## src/rtl/morse_text_decoder_defines.svh

```systemverilog
// ----------------------------------------------------------------------------
// Morse text decoder assertion macros
// Concurrent check wrappers shared by the decoder modules.
// ----------------------------------------------------------------------------
`ifndef MORSE_TEXT_DECODER_DEFINES_SVH
`define MORSE_TEXT_DECODER_DEFINES_SVH
`ifndef SYNTHESIS
// check on every edge outside reset
`define MTD_ASSERT(lbl, prop, msg) \
  lbl: assert property (@(posedge clk) disable iff (rst) prop) else $error(msg);
// check on every edge, reset included
`define MTD_ASSERT_ALWAYS(lbl, prop, msg) \
  lbl: assert property (@(posedge clk) prop) else $error(msg);
`else
`define MTD_ASSERT(lbl, prop, msg)
`define MTD_ASSERT_ALWAYS(lbl, prop, msg)
`endif
`endif

```

## src/rtl/mtd_pkg.sv

```systemverilog
// ----------------------------------------------------------------------------
// Morse text decoder package
// Character codes, result types and the letter/digit code table.
// ----------------------------------------------------------------------------
package mtd_pkg;

  localparam logic [7:0] CH_NL    = 8'd10;
  localparam logic [7:0] CH_SPACE = 8'd32;
  localparam logic [7:0] CH_DOT   = 8'd46;
  localparam logic [7:0] CH_DASH  = 8'd45;
  localparam logic [7:0] CH_SLASH = 8'd47;
  localparam logic [7:0] CH_HASH  = 8'd35;
  localparam logic [7:0] CH_STAR  = 8'd42;

  localparam int NUM_CODES  = 36;
  localparam int FIFO_DEPTH = 4;

  // code length in symbols, dash pattern (first symbol in bit 0), character
  localparam logic [3:0] CODE_LEN [NUM_CODES] = '{
    4'd2, 4'd4, 4'd4, 4'd3, 4'd1, 4'd4, 4'd3, 4'd4, 4'd2, 4'd4,
    4'd3, 4'd4, 4'd2, 4'd2, 4'd3, 4'd4, 4'd4, 4'd3, 4'd3, 4'd1,
    4'd3, 4'd4, 4'd3, 4'd4, 4'd4, 4'd4,
    4'd5, 4'd5, 4'd5, 4'd5, 4'd5, 4'd5, 4'd5, 4'd5, 4'd5, 4'd5
  };
  localparam logic [7:0] CODE_BITS [NUM_CODES] = '{
    8'd2, 8'd1, 8'd5, 8'd1, 8'd0, 8'd4, 8'd3, 8'd0, 8'd0, 8'd14,
    8'd5, 8'd2, 8'd3, 8'd1, 8'd7, 8'd6, 8'd11, 8'd2, 8'd0, 8'd1,
    8'd4, 8'd8, 8'd6, 8'd9, 8'd13, 8'd3,
    8'd31, 8'd30, 8'd28, 8'd24, 8'd16, 8'd0, 8'd1, 8'd3, 8'd7, 8'd15
  };
  localparam logic [7:0] CODE_CHAR [NUM_CODES] = '{
    "a", "b", "c", "d", "e", "f", "g", "h", "i", "j",
    "k", "l", "m", "n", "o", "p", "q", "r", "s", "t",
    "u", "v", "w", "x", "y", "z",
    "0", "1", "2", "3", "4", "5", "6", "7", "8", "9"
  };

  // one output word
  typedef struct packed {
    logic [7:0] out_char;
    logic       invalid_code;
    logic       last;
  } result_t;

  // results caused by one input word
  typedef struct packed {
    logic [1:0] num;
    result_t    first;
    result_t    second;
  } result_pair_t;

  // decode a finished token into a character and its invalid flag
  function automatic result_t decode_token(input logic [7:0] bits,
                                           input logic [3:0] count,
                                           input logic       slash,
                                           input logic       foreign);
    result_t    r;
    logic       hit;
    logic [7:0] ch;
    hit = 1'b0;
    ch  = 8'd0;
    for (int i = 0; i < NUM_CODES; i++) begin
      if (CODE_LEN[i] == count && CODE_BITS[i] == bits) begin
        hit = 1'b1;
        ch  = ch | CODE_CHAR[i];
      end
    end
    r.last = 1'b0;
    if (foreign) begin
      r.out_char     = CH_STAR;
      r.invalid_code = 1'b1;
    end else if (slash) begin
      r.out_char     = (count == 4'd1) ? CH_SPACE : CH_STAR;
      r.invalid_code = (count != 4'd1);
    end else if (count == 4'd8 && bits == 8'd0) begin
      r.out_char     = CH_HASH;
      r.invalid_code = 1'b0;
    end else if (hit) begin
      r.out_char     = ch;
      r.invalid_code = 1'b0;
    end else begin
      r.out_char     = CH_STAR;
      r.invalid_code = 1'b1;
    end
    return r;
  endfunction

endpackage

```

## src/rtl/morse_text_decoder.sv

```systemverilog
// A word accepted on s_axis sits in the input register; its results are pushed
// into the result queue when the queue has room for a pair, and the queue's
// head word is offered on m_axis.
// Throughput: one input word per cycle while the result queue has room for a
// pair; a word that yields two results drains as two output words.
// Reset (rst, synchronous, active high) clears the token, the line state,
// the input register and the result queue.
// ----------------------------------------------------------------------------
// Morse text decoder
// Streams Morse text bytes in and decoded characters out.
// ----------------------------------------------------------------------------
module morse_text_decoder (
  input  logic       clk,
  input  logic       rst,
  input  logic       s_axis_tvalid,
  output logic       s_axis_tready,
  input  logic [7:0] s_axis_tdata,   // [7:0] text_byte
  input  logic       s_axis_tlast,   // end_of_stream
  output logic       m_axis_tvalid,
  input  logic       m_axis_tready,
  output logic [7:0] m_axis_tdata,   // [7:0] out_char
  output logic       m_axis_tuser,   // invalid_code
  output logic       m_axis_tlast    // last
);
  import mtd_pkg::*;

  logic         in_valid;
  logic [7:0]   in_byte;
  logic         in_eos;
  logic         take;
  logic         room;
  result_pair_t res;
  result_t      head_word;

  // consume the held word when the queue can take a pair
  assign take          = in_valid && room;
  assign s_axis_tready = !in_valid || take;

  // input register
  always_ff @(posedge clk) begin
    if (rst) begin
      in_valid <= 1'b0;
    end else if (s_axis_tready) begin
      in_valid <= s_axis_tvalid;
    end
  end

  always_ff @(posedge clk) begin
    if (s_axis_tvalid && s_axis_tready) begin
      in_byte <= s_axis_tdata;
      in_eos  <= s_axis_tlast;
    end
  end

  mtd_token u_token (
    .clk          (clk),
    .rst          (rst),
    .take         (take),
    .text_byte    (in_byte),
    .end_of_stream(in_eos),
    .res          (res)
  );

  mtd_result_fifo u_fifo (
    .clk      (clk),
    .rst      (rst),
    .push_num (take ? res.num : 2'd0),
    .push_data(res),
    .room     (room),
    .out_valid(m_axis_tvalid),
    .out_ready(m_axis_tready),
    .out_data (head_word)
  );

  assign m_axis_tdata = head_word.out_char;
  assign m_axis_tuser = head_word.invalid_code;
  assign m_axis_tlast = head_word.last;

endmodule

```

## src/rtl/mtd_token.sv

```systemverilog
// ----------------------------------------------------------------------------
// Morse token tracker
// Holds the token being built and the line state; decodes up to two results
// for the word taken this cycle.
// ----------------------------------------------------------------------------
`include "morse_text_decoder_defines.svh"

module mtd_token (
  input  logic                 clk,
  input  logic                 rst,
  input  logic                 take,
  input  logic [7:0]           text_byte,
  input  logic                 end_of_stream,
  output mtd_pkg::result_pair_t res
);
  import mtd_pkg::*;

  logic [7:0] symbol_bits, symbol_bits_next;
  logic [3:0] symbol_count, symbol_count_next;
  logic       slash_seen, slash_seen_next;
  logic       foreign_seen, foreign_seen_next;
  logic       line_open, line_open_next;

  logic       pending;
  result_t    tok;
  result_t    nl;

  assign pending = (symbol_count != 4'd0);
  assign tok     = decode_token(symbol_bits, symbol_count, slash_seen, foreign_seen);
  assign nl      = '{out_char: CH_NL, invalid_code: 1'b0, last: 1'b0};

  // pick the results for this word
  always_comb begin
    res.num    = 2'd0;
    res.first  = tok;
    res.second = nl;
    if (end_of_stream) begin
      if (pending) begin
        res.num = line_open ? 2'd2 : 2'd1;
      end else if (line_open) begin
        res.first = nl;
        res.num   = 2'd1;
      end
    end else if (text_byte == CH_NL) begin
      if (pending) begin
        res.num = 2'd2;
      end else begin
        res.first = nl;
        res.num   = 2'd1;
      end
    end else if (text_byte == CH_SPACE) begin
      res.num = pending ? 2'd1 : 2'd0;
    end
    res.first.last  = (res.num == 2'd1);
    res.second.last = 1'b1;
  end

  // advance token and line state
  always_comb begin
    symbol_bits_next  = symbol_bits;
    symbol_count_next = symbol_count;
    slash_seen_next   = slash_seen;
    foreign_seen_next = foreign_seen;
    line_open_next    = line_open;
    if (end_of_stream || text_byte == CH_NL || text_byte == CH_SPACE) begin
      symbol_bits_next  = 8'd0;
      symbol_count_next = 4'd0;
      slash_seen_next   = 1'b0;
      foreign_seen_next = 1'b0;
      line_open_next    = !end_of_stream && (text_byte == CH_SPACE);
    end else begin
      line_open_next = 1'b1;
      if (text_byte == CH_DASH) begin
        if (!symbol_count[3]) begin
          symbol_bits_next[symbol_count[2:0]] = 1'b1;
        end
      end else if (text_byte == CH_SLASH) begin
        slash_seen_next = 1'b1;
      end else if (text_byte != CH_DOT) begin
        foreign_seen_next = 1'b1;
      end
      if (symbol_count != 4'd15) begin
        symbol_count_next = symbol_count + 4'd1;
      end
    end
  end

  always_ff @(posedge clk) begin
    if (rst) begin
      symbol_bits  <= 8'd0;
      symbol_count <= 4'd0;
      slash_seen   <= 1'b0;
      foreign_seen <= 1'b0;
      line_open    <= 1'b0;
    end else if (take) begin
      symbol_bits  <= symbol_bits_next;
      symbol_count <= symbol_count_next;
      slash_seen   <= slash_seen_next;
      foreign_seen <= foreign_seen_next;
      line_open    <= line_open_next;
    end
  end

  `MTD_ASSERT(a_eos_clears, take && end_of_stream |=> symbol_count == 4'd0 && !line_open, "end of stream left state behind")
  `MTD_ASSERT(a_pair_last, take && res.num == 2'd2 |-> !res.first.last && res.second.last, "last flag misplaced on result pair")
  `MTD_ASSERT(a_bits_in_token, symbol_count < 4'd8 |-> (symbol_bits >> symbol_count) == 8'd0, "dash bits beyond token length")

endmodule

```

## src/rtl/mtd_result_fifo.sv

```systemverilog
// ----------------------------------------------------------------------------
// Morse result queue
// Small queue that takes up to two result words a cycle and hands out one.
// ----------------------------------------------------------------------------
`include "morse_text_decoder_defines.svh"

module mtd_result_fifo (
  input  logic                  clk,
  input  logic                  rst,
  input  logic [1:0]            push_num,
  input  mtd_pkg::result_pair_t push_data,
  output logic                  room,
  output logic                  out_valid,
  input  logic                  out_ready,
  output mtd_pkg::result_t      out_data
);
  import mtd_pkg::*;

  localparam int PTR_W = $clog2(FIFO_DEPTH);
  localparam int CNT_W = $clog2(FIFO_DEPTH + 1);

  result_t            slots [FIFO_DEPTH];
  logic [PTR_W-1:0]   head;
  logic [PTR_W-1:0]   tail;
  logic [CNT_W-1:0]   count, count_next;
  logic               pop;
  logic [PTR_W-1:0]   tail_plus;

  // room for a full pair regardless of the reader
  assign room      = (count <= CNT_W'(FIFO_DEPTH - 2));
  assign out_valid = (count != '0);
  assign out_data  = slots[head];
  assign pop       = out_valid && out_ready;
  assign tail_plus = tail + PTR_W'(1);

  assign count_next = count + CNT_W'(push_num) - CNT_W'(pop);

  // store pushed words
  always_ff @(posedge clk) begin
    if (push_num != 2'd0) begin
      slots[tail] <= push_data.first;
    end
    if (push_num == 2'd2) begin
      slots[tail_plus] <= push_data.second;
    end
  end

  // advance pointers and fill level
  always_ff @(posedge clk) begin
    if (rst) begin
      head  <= '0;
      tail  <= '0;
      count <= '0;
    end else begin
      count <= count_next;
      tail  <= tail + PTR_W'(push_num);
      if (pop) begin
        head <= head + PTR_W'(1);
      end
    end
  end

  `MTD_ASSERT(a_no_overflow, count <= CNT_W'(FIFO_DEPTH), "result queue overflow")
  `MTD_ASSERT(a_push_room, push_num != 2'd0 |-> room, "push without room")
  `MTD_ASSERT_ALWAYS(a_reset_empty, $past(rst) |-> count == '0 && !out_valid, "queue not empty after reset")

endmodule

```

## config.mk

```make
export PLATFORM = sky130hd
export DESIGN_NAME = morse_text_decoder
export DESIGN_NICKNAME = d
export VERILOG_FILES = /design/src/rtl/mtd_pkg.sv /design/src/rtl/morse_text_decoder.sv /design/src/rtl/mtd_token.sv /design/src/rtl/mtd_result_fifo.sv
export VERILOG_INCLUDE_DIRS = /design/src /design/src/rtl
export SDC_FILE = /design/constraint.sdc
export NUM_CORES = 1
export LEC_CHECK = 0
export ABC_AREA = 1
export BUFFER_PORTS_ARGS = -buffer_cell sky130_fd_sc_hd__buf_2
export CAP_MARGIN = 0
export CORE_AREA = 2 2 94 96
export DETAILED_ROUTE_END_ITERATION = 10
export DIE_AREA = 0 0 96 98
export GPL_TIMING_DRIVEN = 0
export PLACE_DENSITY = 0.81
export SETUP_SLACK_MARGIN = 0.02
export SYNTH_ARGS = -nofsm -noshare
export SYNTH_HDL_FRONTEND = slang
export SYNTH_HIERARCHICAL = 1
export SYNTH_SLANG_ARGS = --single-unit
```

## constraint.sdc

```tcl
create_clock -name clk -period 3.6 [get_ports clk]
set_input_delay 0.72 -clock clk [delete_from_list [all_inputs] [get_ports clk]]
set_output_delay 0.72 -clock clk [all_outputs]
set_load 0.02 [all_outputs]
```

==> results_dict.tcl, run 1 <==
set metrics [dict create \
    p_int_mw 1.61 \
    cts_hold_buffers 0 \
    pwr-share-clk_pct 26.9 \
    setup_viol 0 \
    hold_path.class "flip-flop to flip-flop" \
    cp_max_fo 7 \
    routedWlPerCell_um 13.8 \
    rsz0062_at_grt "no" \
    status "finished clean" \
    antenna_found_initial 0 \
    cts.sinks 74 \
    numPortBuffers 24 \
    synth_warnings 6 \
    ys_seq_area_share_pct 42.2 \
    ys_ff_latch 74 \
    yosys-top-cells-area "edfxtp_1 31%, nand2_1 12%, dfxtp_1 11%" \
    layout_common_cells "149 x nand2_1, 89 x nor2_1, 76 x inv_1" \
    cts_tree "done" \
    syn_area_um2 4680 \
    dpl.hpwl_um 7940 \
    post-route-period-util_pct 89.4 \
    ir_worst_vdd_v 0.000303 \
    fin_skew_ps 6.24 \
    critPathCaptureType "flip-flop" \
    hold_viol 0 \
    fin_crit_ps 3220 \
    grt_pass1_vias 4015 \
    rows 34 \
    final_cell_area_um2 5230 \
    cellPowerDensity_nw_per_um2 469 \
    syn_area_per_cell_um2 7.53 \
    synth_top_area_share_pct 31.5 \
    power_mw 2.45 \
    slew_violations 0 \
    drt-initial-drc-count 178 \
    yosys.area.top_type "edfxtp_1" \
    critPathRequiredTime_ps 3650 \
    pwr-share-seq_pct 42.0 \
    sw_frac_of_total_pct 34.4 \
    p_switching_mw 0.843 \
    fin_util_pct 61.8 \
    clock.fmax_mhz 311 \
    ios 25 \
    ctsHtreeMaxLevel 3 \
    clk_pin_slew_worst_paths_ps 70 \
    grt_start_max_net_pins 13 \
    tightest_slew_ps 790 \
    postRouteAntennaNets 0 \
    core_region_area_um2 8470 \
    clock_latency_ps 340 \
    wirelength_um 10800 \
    power_frac_comb_pct 31.1 \
    ff2ff_setup_slack_ps 380 \
    clock-root-buffer "clkbuf_8" \
    syn2layout_area_growth_pct 11.9 \
    drive_gt1_share_pct 17.2 \
    layout_commonest_cell "nand2_1" \
    chipWidth_um 96 \
    drc 0 \
    dieHeight_um 98 \
    critPathLaunchType "flip-flop" \
    critPathKind "flip-flop to flip-flop" \
    cts_buffer_depth 2 \
    grt-ovfl-total 0 \
    antenna_cells 0 \
    die-area_um2 9410 \
    drv_cap 0 \
    grt_pass1_wl_um 17700 \
    globalRouteTotalUtil_pct 24.3 \
    place.gp.congestion 0.897 \
    vias_per_cell 5.39 \
    num_vias 4217 \
    p_leak_nw 2.42 \
    dr.pass1.iters 5 \
    slew_headroom_pct 47.4 \
    netlist_instances 621 \
    placed_area_um2 5020 \
    ys_types 33 \
    arrival_ps 3270 \
    cts_made_buffers 9 \
    nNetsFinal 692 \
    initial_core_util_pct 55.3 \
]
critical path, stage by stage, from the launching register on:
cell	delay, ps
dfxtp_1	370
inv_1	150
ha_1	230
inv_1	60
nor2_1	250
inv_1	110
ha_1	290
o22ai_1	90
inv_1	60
inv_1	40
nor2_2	300
nor2_1	210
o31ai_2	470
buf_4	270
final timing paths:
check | cells after the start | endpoint | startpoint
worst min register to register | 2 | u_token/line_open | u_token/line_open
worst min-delay path | 2 | u_token/line_open | u_token/line_open
worst max-delay path | 13 | u_fifo/slots[3][2] | u_token/symbol_count[1]
worst max register to register | 13 | u_fifo/slots[3][2] | u_token/symbol_count[1]
Yosys cell counts:
| library cell | n |
|---|---|
| nand2_1 | 149 |
| o21bai_1 | 1 |
| nor2_8 | 1 |
| buf_6 | 9 |
| edfxtp_1 | 49 |
| o31ai_1 | 4 |
| conb_1 | 2 |
| a21oi_1 | 10 |
| inv_2 | 8 |
| nand3_2 | 11 |
| o22ai_1 | 11 |
| nor3_1 | 7 |
| clkbuf_1 | 6 |
| o21ai_1 | 33 |
| a21oi_2 | 2 |
| dfxtp_1 | 25 |
| nand3_1 | 23 |
| fa_1 | 1 |
| and3_1 | 2 |
| nor2_4 | 4 |
| nand2_2 | 4 |
| a21boi_0 | 1 |
| o21ai_0 | 42 |
| buf_4 | 11 |
| nor2_1 | 90 |
| o21ai_2 | 11 |
| inv_1 | 76 |
| nand4_1 | 8 |
| ha_1 | 9 |
| nor2_2 | 7 |
| o211ai_1 | 2 |
| nand2_4 | 1 |
| o21bai_2 | 1 |
flip-flops by register name, indices dropped and copies added, names as in the netlist, 2 cells and up, named ones only:
register              flops
u_token/symbol_count      4
u_token/symbol_bits       8
u_fifo/head               2
u_fifo/count              3
in_byte                   8
u_fifo/slots             40
u_fifo/tail               2
stage by stage:
| stage | TNS (ps) | setup slack (ps) | hold WS [ps] | instances |
|---|---|---|---|---|
| CTS | 0 | 66.5 | 483 | 782 |
| global placement | -12750 | -381 | 461 | 762 |
| detailed placement | 0 | 118 | 470 | 766 |
| floorplan | 0 | 414 | 447 | 630 |
| finish | 0 | 382 | 487 | 782 |
| global route | 0 | 79.4 | 514 | 782 |
layout make-up:
class                      count  area (um^2)
fill                         749         3230
multi-input combinational    446         2250
sequential                    74         1970
inverter                      84          315
buffer                        26          206
clock buffer                  12          156
timing repair buffer          28          150
tap                          108          135
clock inverter                 4         48.8
routing by layer:
metal,vias up,global-route usage (%),wire length (um)
met4,0,9.56,213
met5,-,0,0
li1,2114,-,-
met2,147,44.1,5610
met1,1929,28.3,4360
met3,27,3.09,585
what timing repair did:
action	4_1_cts	5_1_grt
setup buffers	0	0
resized for setup	0	2
setup endpoints to repair	0	24
kinds of logic (layout without fill, tap and decap cells):
logic type,after synthesis,count (layout),share of synthesized area (%)
other,2,11,0.161
flip-flops,74,74,42.2
buffers and inverters,110,154,11.2
AND/OR/NAND/NOR,307,307,29.2
AO/OA/AOI/OAI,118,118,14.5
adder cells (fa/ha/maj),10,10,2.84
power groups by stage:
stage | registers (mW) | clock network, mW | logic, mW
after CTS | 1.03 | 0.671 | 0.758
after global routing | 1.04 | 0.709 | 0.869
after detailed placement | 1.05 | 0 | 0.750
final | 1.03 | 0.660 | 0.763
after global placement | 1.05 | 0 | 0.717
after floorplan | 1.04 | 0 | 0.559
(Power assumes the default switching activity.)
==> run 2, diff against run 1 <==
--- a/config.mk
+++ b/config.mk
@@ -14,6 +14,7 @@
 export DIE_AREA = 0 0 96 98
 export GPL_TIMING_DRIVEN = 0
 export PLACE_DENSITY = 0.81
+export RECOVER_POWER = 25
 export SETUP_SLACK_MARGIN = 0.02
 export SYNTH_ARGS = -nofsm -noshare
 export SYNTH_HDL_FRONTEND = slang
==> results_dict.tcl, run 2 (synthesis gave the netlist of run 1 again) <==
set metrics [dict create \
    fin_crit_ps 3220 \
    dr.pass1.iters 5 \
    critPathLaunchType "flip-flop" \
    grt_pass1_wl_um 17700 \
    rows 34 \
    ctsHtreeMaxLevel 3 \
    grt_pass1_vias 4015 \
    die-area_um2 9410 \
    drive_gt1_share_pct 17.1 \
    slowest_delay_ps 480 \
    hold_viol 0 \
    place.gp.congestion 0.897 \
    clk_pin_slew_worst_paths_ps 70 \
    drv_cap 0 \
    postRouteAntennaNets 0 \
    slew_headroom_pct 47.3 \
    dieHeight_um 98 \
    dpl.hpwl_um 7940 \
    layout_common_cells "150 x nand2_1, 89 x nor2_1, 76 x inv_1" \
    cellPowerDensity_nw_per_um2 469 \
    crit_chain "inv_1 -> ha_1 -> inv_1 -> nor2_1 -> inv_1 -> ha_1 -> o22ai_1 -> inv_1 -> inv_1 -> nor2_2 -> nor2_1 -> o31ai_2 -> buf_4" \
    ios 25 \
    hold_path.class "flip-flop to flip-flop" \
    drc 0 \
    antenna_found_initial 0 \
    arrival_ps 3270 \
    cts_buffer_depth 2 \
    tightest_slew_ps 790 \
    cts.sinks 74 \
    reg_top3 "u_fifo/slots (40), in_byte (8), u_token/symbol_bits (8)" \
    drt-initial-drc-count 178 \
    cpMaxStageDelayCell "o31ai_2" \
    cp_common_cell "inv_1" \
    regArea_um2 1970 \
    placed_cells 766 \
    status "finished clean" \
    cts_tree "done" \
    cp_max_fo 7 \
    critPathKind "flip-flop to flip-flop" \
    chipWidth_um 96 \
    worst_r2r_path_depth 13 \
    clock-root-buffer "clkbuf_8" \
    fin_skew_ps 6.14 \
    numPortBuffers 24 \
    hold_depth 2 \
    post-route-period-util_pct 89.4 \
    postCtsSetupRepairBufs 0 \
    critPathRequiredTime_ps 3650 \
    num_vias 4207 \
    antenna_cells 0 \
    cts_made_buffers 9 \
    cts-resized-gates 0 \
    largest_register_ffs 40 \
    dp_slack_ps 118 \
    p_leak_nw 2.42 \
    grt-ovfl-total 0 \
    slew_violations 0 \
    critPathCaptureType "flip-flop" \
    setup_viol 0 \
    initial_core_util_pct 55.3 \
    globalRouteTotalUtil_pct 24.3 \
    stdcell_count 782 \
    ir_worst_vdd_v 0.000303 \
    fillCellCount 750 \
    setup_ws_ps 381 \
    grt_start_max_net_pins 13 \
    clock_latency_ps 340 \
    largest-register "u_fifo/slots" \
    syn2layout_area_growth_pct 11.8 \
    layout_commonest_cell "nand2_1" \
    nNetsFinal 692 \
    fin_util_pct 61.8 \
    vias_per_cell 5.38 \
    core_region_area_um2 8470 \
    cts_hold_buffers 0 \
    wirelength_um 10800 \
    clock.fmax_mhz 311 \
    rsz0062_at_grt "no" \
    multiInputGateArea_um2 2250 \
    routedWlPerCell_um 13.8 \
]
-- run 2: final cells by class --
cell class	count	share of cell area, %
multi-input cells	446	43.0
flip-flops and latches	74	37.7
inverters	84	6.03
plain buffers	26	3.95
clock buffers	12	2.99
repair buffers	28	2.87
well taps	108	2.58
clock inverters	4	0.933
-- run 2: routing by layer --
metal / track usage (%) / up-vias / part of all wire (%)
met1: 28.3 / 1913 / 40
li1: - / 2114 / -
met5: 0 / - / 0
met3: 3.09 / 27 / 5.8
met4: 9.56 / 0 / 1.8
met2: 44.1 / 153 / 52
-- run 2: worst max-delay path: cells and delay by family (launching register included) --
family                   cells  cell delay [ps]
AND/OR/NAND/NOR              3              760
buffers and inverters        6              690
flip-flops                   1              370
adder cells (fa/ha/maj)      2              520
AO/OA/AOI/OAI                2              570
-- run 2: path summary, 6_finish.rpt --
path	from	endpoint	slack [ps]
worst min-delay path	u_token/line_open	u_token/line_open	490
worst max-delay path	u_token/symbol_count[1]	u_fifo/slots[3][2]	380
worst min register to register	u_token/line_open	u_token/line_open	490
worst max register to register	u_token/symbol_count[1]	u_fifo/slots[3][2]	380
-- run 2: report_power, final --
group	internal [mW]	leakage (nW)	total, mW	switching (mW)
clock network	0.361	0.0954	0.660	0.299
registers	0.990	0.648	1.03	0.0405
logic	0.259	1.68	0.761	0.502
-- run 2: through the flow --
step / TNS [ps] / hold WS (ps) / cell area [um^2] / power (mW)
2_1_floorplan: 0 / 447 / 4710 / 1.60
3_3_place_gp: -12750 / 461 / 4970 / 1.76
6_report: 0 / 486 / 5230 / 2.45
5_1_grt: 0 / 514 / 5230 / 2.61
3_5_place_dp: 0 / 470 / 5020 / 1.80
4_1_cts: 0 / 483 / 5220 / 2.46
